===== src/design/lie_pkg.sv =====
`default_nettype none

package lie_pkg;

    // Node table geometry.
    localparam int MAX_NODES = 8;
    localparam int IDX_W     = $clog2(MAX_NODES);
    localparam int CNT_W     = $clog2(MAX_NODES + 1);

    // Q16.16 data and the wider internal formats.
    localparam int DATA_W  = 32;
    localparam int FRAC_W  = 16;
    localparam int CFG_W   = 4;
    localparam int DIFF_W  = DATA_W + 1;
    localparam int PROD_W  = 2 * DATA_W;
    localparam int RND_W   = PROD_W - FRAC_W + 1;
    localparam int SUM_W   = 52;
    localparam int NODE_W  = 2 * DATA_W;

    // Divider geometry: dividend is 2*|diff|*2^16 + |den|, divisor is 2*|den|.
    localparam int DVD_W   = DIFF_W + FRAC_W + 2;
    localparam int DSR_W   = DIFF_W + 1;
    localparam int REM_W   = DSR_W + 1;
    localparam int DCNT_W  = $clog2(DVD_W + 1);

    localparam logic [CFG_W-1:0]  NODE_COUNT_RST = CFG_W'(5);
    localparam logic signed [DATA_W-1:0] ONE_Q16 = DATA_W'(65536);

    // Input actions.
    localparam logic ACT_LOAD = 1'b0;
    localparam logic ACT_EVAL = 1'b1;

    // Result status codes.
    localparam logic [1:0] STAT_OK  = 2'd0;
    localparam logic [1:0] STAT_DUP = 2'd1;
    localparam logic [1:0] STAT_SAT = 2'd2;

    // Divider result handed back to the sequencer.
    typedef struct packed {
        logic             done;
        logic             neg;
        logic [DVD_W-1:0] quo;
    } div_res_t;

    // Round a Q32.32 product back to Q16.16, ties away from zero.
    function automatic logic signed [RND_W-1:0] round_q16(input logic signed [PROD_W-1:0] p);
        logic [PROD_W-1:0] m;
        logic [PROD_W-1:0] s;
        logic [RND_W-2:0]  r;
        m = p[PROD_W-1] ? PROD_W'(-p) : PROD_W'(p);
        s = (m + PROD_W'(32768)) >> FRAC_W;
        r = s[RND_W-2:0];
        return p[PROD_W-1] ? -$signed({1'b0, r}) : $signed({1'b0, r});
    endfunction

    // Clamp to the signed 32-bit range; the top bit flags a clamp.
    function automatic logic [DATA_W:0] clamp32(input logic signed [SUM_W-1:0] v);
        logic signed [SUM_W-1:0] hi;
        logic signed [SUM_W-1:0] lo;
        hi = SUM_W'(64'sd2147483647);
        lo = -SUM_W'(64'sd2147483648);
        if (v > hi)
            return {1'b1, 1'b0, {(DATA_W-1){1'b1}}};
        else if (v < lo)
            return {1'b1, 1'b1, {(DATA_W-1){1'b0}}};
        else
            return {1'b0, v[DATA_W-1:0]};
    endfunction

endpackage

`default_nettype wire


===== src/design/lie_if.sv =====
`default_nettype none

// Input channel: one beat loads a node or requests an evaluation.
interface lie_in_if;
    logic                      valid;
    logic                      ready;
    logic                      action;
    logic [2:0]                node_index;
    logic signed [31:0]        point_x;
    logic signed [31:0]        node_value;

    modport source (output valid, action, node_index, point_x, node_value, input ready);
    modport sink   (input valid, action, node_index, point_x, node_value, output ready);
endinterface

// Output channel: one beat per evaluation.
interface lie_out_if;
    logic                      valid;
    logic                      ready;
    logic signed [31:0]        interp_value;
    logic [1:0]                status;

    modport source (output valid, interp_value, status, input ready);
    modport sink   (input valid, interp_value, status, output ready);
endinterface

`default_nettype wire


===== src/design/lie_ram.sv =====
`default_nettype none

module lie_ram #(
    parameter int WIDTH = 64,
    parameter int DEPTH = 8
) (
    input  wire logic                     clk,
    input  wire logic                     we,
    input  wire logic [$clog2(DEPTH)-1:0] waddr,
    input  wire logic [WIDTH-1:0]         wdata,
    input  wire logic [$clog2(DEPTH)-1:0] raddr,
    output logic      [WIDTH-1:0]         rdata
);

    logic [WIDTH-1:0] mem [DEPTH];

    // One write port, one registered read port.
    always_ff @(posedge clk)
    begin
        if (we)
        begin
            mem[waddr] <= wdata;
        end
        rdata <= mem[raddr];
    end

endmodule

`default_nettype wire


===== src/design/lie_div.sv =====
`default_nettype none

module lie_div
    import lie_pkg::*;
(
    input  wire logic                     clk,
    input  wire logic                     rst_n,
    input  wire logic                     start,
    input  wire logic signed [DIFF_W-1:0] num_diff,
    input  wire logic signed [DIFF_W-1:0] den_diff,
    output div_res_t                      res
);

    logic              busy_reg, busy_next;
    logic              done_reg, done_next;
    logic [DCNT_W-1:0] cnt_reg, cnt_next;
    logic [DVD_W-1:0]  dvd_reg, dvd_next;
    logic [DVD_W-1:0]  quo_reg, quo_next;
    logic [REM_W-1:0]  rem_reg, rem_next;
    logic [DSR_W-1:0]  dsr_reg, dsr_next;
    logic              neg_reg, neg_next;

    logic [DIFF_W-1:0] un;
    logic [DIFF_W-1:0] ud;
    logic [REM_W-1:0]  trial;
    logic              fits;

    // Magnitudes of the operands.
    assign un = num_diff[DIFF_W-1] ? DIFF_W'(-num_diff) : DIFF_W'(num_diff);
    assign ud = den_diff[DIFF_W-1] ? DIFF_W'(-den_diff) : DIFF_W'(den_diff);

    // One restoring step: bring down the next dividend bit and try a subtract.
    assign trial = {rem_reg[REM_W-2:0], dvd_reg[DVD_W-1]};
    assign fits  = trial >= {1'b0, dsr_reg};

    always_comb
    begin
        busy_next = busy_reg;
        done_next = 1'b0;
        cnt_next  = cnt_reg;
        dvd_next  = dvd_reg;
        quo_next  = quo_reg;
        rem_next  = rem_reg;
        dsr_next  = dsr_reg;
        neg_next  = neg_reg;
        if (start)
        begin
            busy_next = 1'b1;
            cnt_next  = DCNT_W'(DVD_W);
            dvd_next  = (DVD_W'({un, {FRAC_W{1'b0}}}) << 1) + DVD_W'(ud);
            dsr_next  = {ud, 1'b0};
            rem_next  = '0;
            quo_next  = '0;
            neg_next  = num_diff[DIFF_W-1] ^ den_diff[DIFF_W-1];
        end
        else if (busy_reg)
        begin
            rem_next = fits ? REM_W'(trial - {1'b0, dsr_reg}) : trial;
            quo_next = {quo_reg[DVD_W-2:0], fits};
            dvd_next = dvd_reg << 1;
            cnt_next = cnt_reg - DCNT_W'(1);
            if (cnt_reg == DCNT_W'(1))
            begin
                busy_next = 1'b0;
                done_next = 1'b1;
            end
        end
    end

    always_ff @(posedge clk or negedge rst_n)
    begin
        if (!rst_n)
        begin
            busy_reg <= 1'b0;
            done_reg <= 1'b0;
            cnt_reg  <= '0;
        end
        else
        begin
            busy_reg <= busy_next;
            done_reg <= done_next;
            cnt_reg  <= cnt_next;
        end
    end

    always_ff @(posedge clk)
    begin
        dvd_reg <= dvd_next;
        quo_reg <= quo_next;
        rem_reg <= rem_next;
        dsr_reg <= dsr_next;
        neg_reg <= neg_next;
    end

    assign res = '{done: done_reg, neg: neg_reg, quo: quo_reg};

endmodule

`default_nettype wire


===== src/design/lagrange_interpolation_eval.sv =====
// Lagrange evaluator over up to eight Q16.16 nodes, one item at a time.
// Each basis factor of an evaluate beat goes through the 51-step radix-2 divider.
// The result then waits in an output register; input is not ready until it is taken.
// Reset clears the sequencer and sets node_count to 5; the node table is undefined until loaded.
`default_nettype none

module lagrange_interpolation_eval
    import lie_pkg::*;
(
    input  wire logic             clk,
    input  wire logic             rst_n,
    lie_in_if.sink                item,
    lie_out_if.source             result,
    input  wire logic             cfg_we,
    input  wire logic [CFG_W-1:0] cfg_wdata
);

    typedef enum logic [14:0] {
        ST_IDLE    = 15'b000000000000001,
        ST_DUP_I   = 15'b000000000000010,
        ST_DUP_J   = 15'b000000000000100,
        ST_DUP_CMP = 15'b000000000001000,
        ST_EV_I    = 15'b000000000010000,
        ST_EV_XI   = 15'b000000000100000,
        ST_EV_J    = 15'b000000001000000,
        ST_EV_XJ   = 15'b000000010000000,
        ST_DIV     = 15'b000000100000000,
        ST_MUL_B   = 15'b000001000000000,
        ST_RND_B   = 15'b000010000000000,
        ST_MUL_T   = 15'b000100000000000,
        ST_RND_T   = 15'b001000000000000,
        ST_FIN     = 15'b010000000000000,
        ST_OUT     = 15'b100000000000000
    } state_t;

    state_t                    state_reg, state_next;
    logic [CFG_W-1:0]          count_reg;
    logic [CNT_W-1:0]          n_reg, n_next;
    logic [CNT_W-1:0]          i_reg, i_next;
    logic [CNT_W-1:0]          j_reg, j_next;
    logic signed [DATA_W-1:0]  x_reg, x_next;
    logic signed [DATA_W-1:0]  xi_reg, xi_next;
    logic signed [DATA_W-1:0]  yi_reg, yi_next;
    logic signed [DATA_W-1:0]  b_reg, b_next;
    logic signed [DATA_W-1:0]  f_reg, f_next;
    logic signed [PROD_W-1:0]  prod_reg, prod_next;
    logic signed [SUM_W-1:0]   sum_reg, sum_next;
    logic                      sat_reg, sat_next;
    logic signed [DATA_W-1:0]  val_reg, val_next;
    logic [1:0]                stat_reg, stat_next;

    logic                      ram_we;
    logic [IDX_W-1:0]          ram_raddr;
    logic [NODE_W-1:0]         ram_rdata;
    logic signed [DATA_W-1:0]  rd_x;
    logic signed [DATA_W-1:0]  rd_y;

    logic                      div_start;
    logic signed [DIFF_W-1:0]  num_diff;
    logic signed [DIFF_W-1:0]  den_diff;
    div_res_t                  div_res;

    logic signed [DATA_W-1:0]  mul_a;
    logic signed [DATA_W-1:0]  mul_b;
    logic signed [SUM_W-1:0]   quo_signed;
    logic [DATA_W:0]           f_clamp;
    logic [DATA_W:0]           b_clamp;
    logic [DATA_W:0]           sum_clamp;
    logic [CNT_W:0]            n_raw;

    // Node table: abscissa in the upper half, sample in the lower half.
    assign ram_we = item.valid && item.ready && (item.action == ACT_LOAD)
                    && (int'(item.node_index) < MAX_NODES);

    lie_ram #(
        .WIDTH (NODE_W),
        .DEPTH (MAX_NODES)
    ) u_nodes (
        .clk   (clk),
        .we    (ram_we),
        .waddr (IDX_W'(item.node_index)),
        .wdata ({item.point_x, item.node_value}),
        .raddr (ram_raddr),
        .rdata (ram_rdata)
    );

    assign rd_x = ram_rdata[NODE_W-1:DATA_W];
    assign rd_y = ram_rdata[DATA_W-1:0];

    // Shared divider for every basis factor.
    assign num_diff = DIFF_W'(x_reg) - DIFF_W'(rd_x);
    assign den_diff = DIFF_W'(xi_reg) - DIFF_W'(rd_x);

    lie_div u_div (
        .clk      (clk),
        .rst_n    (rst_n),
        .start    (div_start),
        .num_diff (num_diff),
        .den_diff (den_diff),
        .res      (div_res)
    );

    // Shared multiplier: basis times factor, or sample times basis.
    assign mul_a = (state_reg == ST_MUL_B) ? b_reg : yi_reg;
    assign mul_b = (state_reg == ST_MUL_B) ? f_reg : b_reg;

    assign quo_signed = div_res.neg ? -$signed({1'b0, div_res.quo})
                                    : $signed({1'b0, div_res.quo});
    assign f_clamp    = clamp32(quo_signed);
    assign b_clamp    = clamp32(SUM_W'(round_q16(prod_reg)));
    assign sum_clamp  = clamp32(sum_reg);

    // Nodes in use, limited to the table depth.
    assign n_raw = (int'(count_reg) > MAX_NODES) ? (CNT_W + 1)'(MAX_NODES)
                                                 : (CNT_W + 1)'(count_reg);

    assign item.ready   = (state_reg == ST_IDLE);
    assign result.valid = (state_reg == ST_OUT);
    assign result.interp_value = val_reg;
    assign result.status       = stat_reg;

    // Sequencer.
    always_comb
    begin
        state_next = state_reg;
        n_next     = n_reg;
        i_next     = i_reg;
        j_next     = j_reg;
        x_next     = x_reg;
        xi_next    = xi_reg;
        yi_next    = yi_reg;
        b_next     = b_reg;
        f_next     = f_reg;
        prod_next  = prod_reg;
        sum_next   = sum_reg;
        sat_next   = sat_reg;
        val_next   = val_reg;
        stat_next  = stat_reg;
        ram_raddr  = i_reg[IDX_W-1:0];
        div_start  = 1'b0;
        case (state_reg)
            ST_IDLE:
            begin
                if (item.valid && item.action == ACT_EVAL)
                begin
                    n_next     = n_raw[CNT_W-1:0];
                    i_next     = '0;
                    x_next     = item.point_x;
                    sum_next   = '0;
                    sat_next   = 1'b0;
                    state_next = ST_DUP_I;
                end
            end
            ST_DUP_I:
            begin
                if ((CNT_W + 1)'(i_reg) + (CNT_W + 1)'(1) >= (CNT_W + 1)'(n_reg))
                begin
                    i_next     = '0;
                    state_next = ST_EV_I;
                end
                else
                begin
                    j_next     = i_reg + CNT_W'(1);
                    state_next = ST_DUP_J;
                end
            end
            ST_DUP_J:
            begin
                ram_raddr  = j_reg[IDX_W-1:0];
                xi_next    = rd_x;
                state_next = ST_DUP_CMP;
            end
            ST_DUP_CMP:
            begin
                // Read of the following node overlaps this compare.
                ram_raddr = IDX_W'(j_reg + CNT_W'(1));
                if (rd_x == xi_reg)
                begin
                    val_next   = '0;
                    stat_next  = STAT_DUP;
                    state_next = ST_OUT;
                end
                else if ((CNT_W + 1)'(j_reg) + (CNT_W + 1)'(1) >= (CNT_W + 1)'(n_reg))
                begin
                    i_next     = i_reg + CNT_W'(1);
                    state_next = ST_DUP_I;
                end
                else
                begin
                    j_next = j_reg + CNT_W'(1);
                end
            end
            ST_EV_I:
            begin
                if (i_reg >= n_reg)
                begin
                    state_next = ST_FIN;
                end
                else
                begin
                    j_next     = '0;
                    b_next     = ONE_Q16;
                    state_next = ST_EV_XI;
                end
            end
            ST_EV_XI:
            begin
                xi_next    = rd_x;
                yi_next    = rd_y;
                state_next = ST_EV_J;
            end
            ST_EV_J:
            begin
                ram_raddr = j_reg[IDX_W-1:0];
                if (j_reg >= n_reg)
                begin
                    state_next = ST_MUL_T;
                end
                else if (j_reg == i_reg)
                begin
                    j_next = j_reg + CNT_W'(1);
                end
                else
                begin
                    state_next = ST_EV_XJ;
                end
            end
            ST_EV_XJ:
            begin
                div_start  = 1'b1;
                state_next = ST_DIV;
            end
            ST_DIV:
            begin
                if (div_res.done)
                begin
                    f_next     = f_clamp[DATA_W-1:0];
                    sat_next   = sat_reg | f_clamp[DATA_W];
                    state_next = ST_MUL_B;
                end
            end
            ST_MUL_B:
            begin
                prod_next  = mul_a * mul_b;
                state_next = ST_RND_B;
            end
            ST_RND_B:
            begin
                b_next     = b_clamp[DATA_W-1:0];
                sat_next   = sat_reg | b_clamp[DATA_W];
                j_next     = j_reg + CNT_W'(1);
                state_next = ST_EV_J;
            end
            ST_MUL_T:
            begin
                prod_next  = mul_a * mul_b;
                state_next = ST_RND_T;
            end
            ST_RND_T:
            begin
                sum_next   = sum_reg + SUM_W'(round_q16(prod_reg));
                i_next     = i_reg + CNT_W'(1);
                state_next = ST_EV_I;
            end
            ST_FIN:
            begin
                val_next   = sum_clamp[DATA_W-1:0];
                stat_next  = (sat_reg | sum_clamp[DATA_W]) ? STAT_SAT : STAT_OK;
                state_next = ST_OUT;
            end
            ST_OUT:
            begin
                if (result.ready)
                begin
                    state_next = ST_IDLE;
                end
            end
            default:
            begin
                state_next = ST_IDLE;
            end
        endcase
    end

    // Control state and the configuration register.
    always_ff @(posedge clk or negedge rst_n)
    begin
        if (!rst_n)
        begin
            state_reg <= ST_IDLE;
            count_reg <= NODE_COUNT_RST;
            n_reg     <= '0;
            i_reg     <= '0;
            j_reg     <= '0;
            sat_reg   <= 1'b0;
        end
        else
        begin
            state_reg <= state_next;
            if (cfg_we)
            begin
                count_reg <= cfg_wdata;
            end
            n_reg   <= n_next;
            i_reg   <= i_next;
            j_reg   <= j_next;
            sat_reg <= sat_next;
        end
    end

    // Datapath registers.
    always_ff @(posedge clk)
    begin
        x_reg    <= x_next;
        xi_reg   <= xi_next;
        yi_reg   <= yi_next;
        b_reg    <= b_next;
        f_reg    <= f_next;
        prod_reg <= prod_next;
        sum_reg  <= sum_next;
        val_reg  <= val_next;
        stat_reg <= stat_next;
    end

endmodule

`default_nettype wire

===== src/flat_wrapper.sv =====
// flat-port wrapper written by rule: the top's interface ports become plain ports
module lagrange_interpolation_eval_flat import lie_pkg::*;
  (clk, rst_n, cfg_we, cfg_wdata, item_valid, item_action, item_node_index, item_point_x, item_node_value, item_ready, result_valid, result_interp_value, result_status, result_ready);
  lie_in_if item_i ();
  lie_out_if result_i ();
  input  wire logic clk;
  input  wire logic rst_n;
  input  wire logic cfg_we;
  input  wire logic [CFG_W-1:0] cfg_wdata;
  input wire logic [$bits(item_i.valid)-1:0] item_valid;
  input wire logic [$bits(item_i.action)-1:0] item_action;
  input wire logic [$bits(item_i.node_index)-1:0] item_node_index;
  input wire logic [$bits(item_i.point_x)-1:0] item_point_x;
  input wire logic [$bits(item_i.node_value)-1:0] item_node_value;
  output wire logic [$bits(item_i.ready)-1:0] item_ready;
  output wire logic [$bits(result_i.valid)-1:0] result_valid;
  output wire logic [$bits(result_i.interp_value)-1:0] result_interp_value;
  output wire logic [$bits(result_i.status)-1:0] result_status;
  input wire logic [$bits(result_i.ready)-1:0] result_ready;
  assign item_i.valid = item_valid;
  assign item_i.action = item_action;
  assign item_i.node_index = item_node_index;
  assign item_i.point_x = item_point_x;
  assign item_i.node_value = item_node_value;
  assign item_ready = item_i.ready;
  assign result_valid = result_i.valid;
  assign result_interp_value = result_i.interp_value;
  assign result_status = result_i.status;
  assign result_i.ready = result_ready;
  lagrange_interpolation_eval u_core (.clk(clk), .rst_n(rst_n), .item(item_i), .result(result_i), .cfg_we(cfg_we), .cfg_wdata(cfg_wdata));
endmodule

===== config.mk =====
export PLATFORM = sky130hd
export DESIGN_NAME = lagrange_interpolation_eval_flat
export DESIGN_NICKNAME = d
export VERILOG_FILES = /design/src/design/lie_pkg.sv /design/src/design/lie_if.sv /design/src/design/lie_ram.sv /design/src/design/lie_div.sv /design/src/design/lagrange_interpolation_eval.sv /design/src/flat_wrapper.sv
export SDC_FILE = /design/constraint.sdc
export NUM_CORES = 2
export LEC_CHECK = 0
export ABC_AREA = 0
export BUFFER_PORTS_ARGS = -buffer_cell sky130_fd_sc_hd__buf_2
export CAP_MARGIN = 20
export CORE_MARGIN = 2
export CORE_UTILIZATION = 40
export CTS_CLUSTER_DIAMETER = 60
export DETAILED_ROUTE_END_ITERATION = 7
export GPL_TIMING_DRIVEN = 0
export PLACE_DENSITY = 0.56
export SLEW_MARGIN = 40
export SYNTH_ARGS = -nofsm -noshare
export SYNTH_HDL_FRONTEND = slang
export SYNTH_HIERARCHICAL = 1
export SYNTH_SLANG_ARGS = --single-unit

===== constraint.sdc =====
create_clock -name clk -period 11.56 [get_ports clk]
set_input_delay 0.578 -clock clk [delete_from_list [all_inputs] [get_ports clk]]
set_output_delay 0.578 -clock clk [all_outputs]
set_load 0.01 [all_outputs]

## Word-level counts from Yosys, hierarchy flattened

Memories as Yosys holds them, arrays and structs flattened. A register that Yosys moved wholly into a read port is not among the register bits.
Cells that the tools add are included.

- Flip-flop bits (word level): 520
- RAM bits: 512
- Input port bits: 77
- Memories: 1

Memories:

| name | words | width | read ports | clocked after Yosys merged registers in | write ports | line | text |
|---|---|---|---|---|---|---|---|
| u_core.u_nodes.mem | 8 | 64 | 1 | 1 | 1 | lie_ram.sv:15 | `logic [WIDTH-1:0] mem [DEPTH];` |

- $add $sub $neg: 16
- Multipliers: 1
- Magnitude comparators: 12
- Equality and inequality tests: 32
- Mux-type cells: 63
- Bitwise logic cells: 5
- Reduce and logical (&&, ||, !) cells: 23

Operator list:

| cell | count |
|---|---|
| 2-to-1 mux 33 bit | 8 |
| one-hot mux 15 bit (14 select lines) | 1 |
| 2-to-1 mux 32 bit | 4 |
| one-hot mux 32 bit (2 select lines) | 2 |
| 2-to-1 mux 15 bit | 7 |
| greater-than comparator 52 x 32 -> 1 bit, second input constant | 2 |
| < comparator 52 x 32 -> 1 bit, second input constant | 2 |
| 2-to-1 mux 52 bit | 2 |
| one-hot mux 52 bit (2 select lines) | 1 |
| 2-to-1 mux 51 bit | 2 |
| negation 33 bit | 2 |
| subtractor 32 x 32 -> 33 bit | 2 |
| adder 64 x 16 -> 64 bit, second input constant | 1 |
| multiplier 32 x 32 -> 64 bit | 1 |
| 2-to-1 mux 64 bit | 1 |
| negation 64 bit | 1 |
| adder 52 x 49 -> 52 bit | 1 |
| negation 51 -> 52 bit | 1 |
| adder 50 x 33 -> 51 bit | 1 |
| greater-than comparator 49 x 32 -> 1 bit, second input constant | 1 |
| < comparator 49 x 32 -> 1 bit, second input constant | 1 |
| 2-to-1 mux 49 bit | 1 |
| negation 48 -> 49 bit | 1 |
| 2-to-1 mux 4 bit | 11 |
| other kinds (54) | 95 |

## Logic depth before layout (Yosys ltp)

- Word-level depth: 10
- Mapped depth: 43
- Gate-level depth less buffers: 39

## Cells and area by module

The synthesis kept the hierarchy.

Modules (own cells, without submodules):

| module | times used | cells an instance | area an instance (um2) |
|---|---|---|---|
| lagrange_interpolation_eval | 1 | 6,602 | 60,718.2 |
| lie_ram | 1 | 816 | 20,547.2 |
| lie_div | 1 | 1,195 | 11,212.0 |

## Worst setup path before layout

OpenSTA, ideal clock, no wires.

- Path type: reg2reg
- From: register u_core.state_reg[10]
- To: register u_core.prod_reg[62] (data pin)
- Arrival time: 11.363 ns
- Data required time: 11.301 ns
- Setup slack: -0.062 ns
- Stages on the path, launching flop included: 40
- Path buffers: 5
- Clock period less this slack: 11.622 ns
- Path through: dfrtp_1 -> or4_1 -> nor4_1 -> and3_1 -> nand2_1 -> nor3b_1 -> clkbuf_1 -> buf_1 -> buf_1 -> mux2i_1 -> clkbuf_1 -> nor2_1 -> fa_1 -> fa_1 -> fa_1 -> inv_1 -> fa_1 -> inv_1 -> [4 not listed] -> fa_1 -> inv_1 -> ha_1 -> clkbuf_1 -> a21o_1 -> a21oi_1 -> nor2_1 -> a221o_1 -> o22a_1 -> a41oi_1 -> a311oi_1 -> a31o_2 -> a221oi_1 -> o31ai_1 -> a221o_1 -> a221oi_1 -> o21ai_0 -> xnor2_1

- Longest elaborated chain between the ends: 3
- Elaborated cells on any way between the ends: 4

Ends and longest elaborated chain:

| what | line | text |
|---|---|---|
| start: declaration | lagrange_interpolation_eval.sv:36 | `state_t state_reg, state_next;` |
| start signal: assignment | lagrange_interpolation_eval.sv:299 | `state_reg <= state_next;` |
| equality test 15 x 10 -> 1 bit (*) | lagrange_interpolation_eval.sv:104, lagrange_interpolation_eval.sv:105, lagrange_interpolation_eval.sv:141 |  |
| 2-to-1 mux 32 bit (on tied branches) | lagrange_interpolation_eval.sv:104, lagrange_interpolation_eval.sv:105 |  |
| multiplier 32 x 32 -> 64 bit (*) | lagrange_interpolation_eval.sv:244, lagrange_interpolation_eval.sv:256 |  |
| end signal: assignment | lagrange_interpolation_eval.sv:319 | `prod_reg <= prod_next;` |
| end: declaration | lagrange_interpolation_eval.sv:46 | `logic signed [PROD_W-1:0] prod_reg, prod_next;` |

Mark *: on every way between the ends. The rest lies on a longest branch, timed or not.
A chain may end at the register's enable or synchronous reset.

## Final worst setup path

Same ends and word-level chain as after synthesis.

==> results_dict.tcl <==
set metrics [dict create \
    status "finished clean" \
    period_share_pct 97.8 \
    layout_common_cells "1337 x inv_1, 1066 x fa_1, 907 x edfxtp_1" \
    syn2layout_area_growth_pct 15.0 \
    avgViaCountPerCell 5.56 \
    cts_max_level 3 \
    wl_met2_um 143000 \
    clockBufferDepth 3 \
    met1_length_um 129000 \
    layout_commonest_cell "inv_1" \
    crit_arrival_ns 11.79 \
    port_buffers 112 \
    period_needed_ns 11.30 \
    crit_required_ns 12.05 \
    synth_edf_count 907 \
    rrSetupSlack_ns 0.26 \
    drt_pass1_iterations 8 \
    synthArstFlopShare_pct 3.65 \
    finClkSkew_ns 0.130 \
    p_per_area_mw_per_mm2 341 \
    ys_ff_latch 1096 \
    tightest_slew_ns 0.895 \
    critPathKind "register to register" \
    first_iter_violations 5955 \
    antenna_found_initial 29 \
    grt_pass1_vias 69200 \
    top_layer_used "met5" \
    cts_tree "built" \
    grt_first_pass_wirelength_um 462000 \
    grt_overflow 0 \
    endpoint_kind "register" \
    ys_seq_area_share_pct 33.8 \
    postRouteAntennaNets 0 \
    coreArea_mm2 0.230 \
    slowest_delay_ns 0.67 \
    cpMaxStageDelayCell "fa_1" \
    rsz0062_at_grt "true" \
    wl_per_cell_um 25.7 \
    path_max_fanout 7 \
    layout.nets 10700 \
    dp_hpwl_um 252000 \
    setup_viol 0 \
    die-area_mm2 0.235 \
    grt_use_total_pct 26.6 \
    irDropWorstVdd_v 0.000884 \
    gp_congestion 1.06 \
    num_io_pins 113 \
    drv_slew 0 \
    syn_nets 10200 \
    syn_inst 8613 \
    maxCapViolCount 0 \
    syn-cell-area_mm2 0.0925 \
    ys.flop_type "edfxtp_1" \
    cts.clk_slew.worst_paths_ns 0.06 \
    startpoint_type "register" \
    grt_max_degree 47 \
    start_util_pct 40.2 \
    vias 68100 \
    syn_area_per_cell_um2 10.7 \
    power.total_mw 36.2 \
    ys_types 108 \
    fin_ws_ns 0.259 \
    insertion_delay_ns 0.82 \
    cts_made_buffers 118 \
    remaining_drc_errors 0 \
    cts_sinks 1096 \
    max_freq_mhz 88.5 \
    cts-root-buf "clkbuf_16" \
    slew_headroom_pct 38.8 \
    die_y_um 485 \
    ys_warn_count 6 \
    min_path_type "input port to register" \
    rows 176 \
    wl_met3_um 24500 \
    postRouteWirelength_um 315000 \
    pre_cts_slack_ns -3.26 \
    die_w_um 485 \
    hold_viol 0 \
    largest_reg_flops 512 \
    p_leak_nw 45.0 \
    drive_gt1_share_pct 14.6 \
]
worst paths after layout:
check	from	endpoint	cells after the start
max	u_core/state_reg[10]	u_core/prod_reg[62]	43
min	item_point_x[28]	u_core/u_nodes/mem[7][60]	1
max reg2reg	u_core/state_reg[10]	u_core/prod_reg[62]	43
min reg2reg	u_core/u_nodes/rdata[8]	u_core/yi_reg[8]	0
max in group asynchronous	rst_n	u_core/u_div/cnt_reg[4]	2
min in group asynchronous	rst_n	u_core/j_reg[1]	2
where the power goes:
| part | internal, mW | switching [mW] | total (mW) | leakage (nW) |
|---|---|---|---|---|
| logic | 10.5 | 16.0 | 26.5 | 33.1 |
| clock network | 2.05 | 1.67 | 3.72 | 1.88 |
| registers | 5.72 | 0.261 | 5.98 | 9.98 |
Yosys cell counts (20+ instances only):
library cell  count  area, um2
o41ai_1          34        298
nor2_1          909       3410
or2_2            35        219
mux4_2          128       2880
o21ai_0         217       1090
dfxtp_1         149       2980
nor2b_1          38        238
edfxtp_1        907      27200
nand2_1         810       3040
mux2i_1         144       1440
nand2b_1         59        369
o21bai_1         28        210
nand4_1          49        307
nor3_1           98        490
a21o_1           99        743
fa_1           1087      21800
dfrtp_1          37        926
mux2_2          165       1860
a21oi_1         232       1160
o31ai_1          64        480
o21a_1           39        293
o211ai_1         20        150
and3_1           40        250
nor4_1           46        288
a31oi_1          39        244
a211oi_1         49        368
or3_1            53        332
buf_1            43        161
and2_1           24        150
inv_1          1346       5050
or4_1            29        218
xnor2_1         276       2420
buf_6            20        225
xor2_1          187       1640
nand3b_1         21        158
nand3_1         112        561
clkbuf_1        276       1040
ha_1            373       4670
o21ai_2          30        263
per-layer routing:
metal | global-route usage, % | up-vias
met5 | 0 | -
met4 | 13.0 | 18
met3 | 4.37 | 797
met2 | 42.0 | 2760
met1 | 35.6 | 34800
li1 | - | 29800
per-stage QoR:
| step | instances | area [um2] | utilization [%] | setup TNS [ns] | hold WS, ns |
|---|---|---|---|---|---|
| floorplan | 8613 | 92500 | - | 0 | 0.282 |
| global placement | 11800 | 96800 | 42.1 | -362.98 | 0.391 |
| detailed placement | 11800 | 98700 | 42.9 | -99.31 | 0.389 |
| CTS | 12200 | 105000 | 45.7 | 0 | 0.00120 |
| global route | 12300 | 106000 | 46.3 | -0.113 | 0.0357 |
| finish | 12300 | 106000 | 46.3 | 0 | 0.0619 |
worst max-delay path, delay by kind of cell, from the launching register on:
kind / cells / cell delay (ns)
adders and majority gates: 9 / 4.35
AOI/OAI and AO/OA: 11 / 2.54
xor gates and xnor gates: 1 / 0.29
buffers and inverters: 13 / 1.51
muxes: 1 / 0.25
and+or+nand+nor: 8 / 1.61
DFF: 1 / 0.44
final cells by class:
| class | count | area (um2) |
|---|---|---|
| buffer | 346 | 2620 |
| fill | 21400 | 124000 |
| timing repair buffer | 397 | 3650 |
| clock buffer | 146 | 3100 |
| antenna | 10 | 25.0 |
| clock inverter | 80 | 792 |
| tap | 3026 | 3790 |
| inverter | 1346 | 5070 |
| multi-input combinational | 5811 | 56100 |
| sequential | 1096 | 31200 |
timing repair:
item,CTS,global route
setup endpoints to repair,75,28
gates resized for setup,340,203
gates cloned,2,3
endpoints found under the hold margin,202,0
pin swaps,16,61
setup buffers,98,64
hold buffers,28,0
cell families after synthesis:
family / count (synthesis) / synth area share, %
AND/OR/NAND/NOR: 2412 / 11.8
buffers and inverters: 1706 / 7.13
adder cells (fa/ha/maj): 1460 / 28.6
flip-flops: 1096 / 33.8
AO/OA/AOI/OAI: 1038 / 7.65
XOR/XNOR: 464 / 4.40
multiplexers: 437 / 6.69
(Power assumes the default switching activity.)
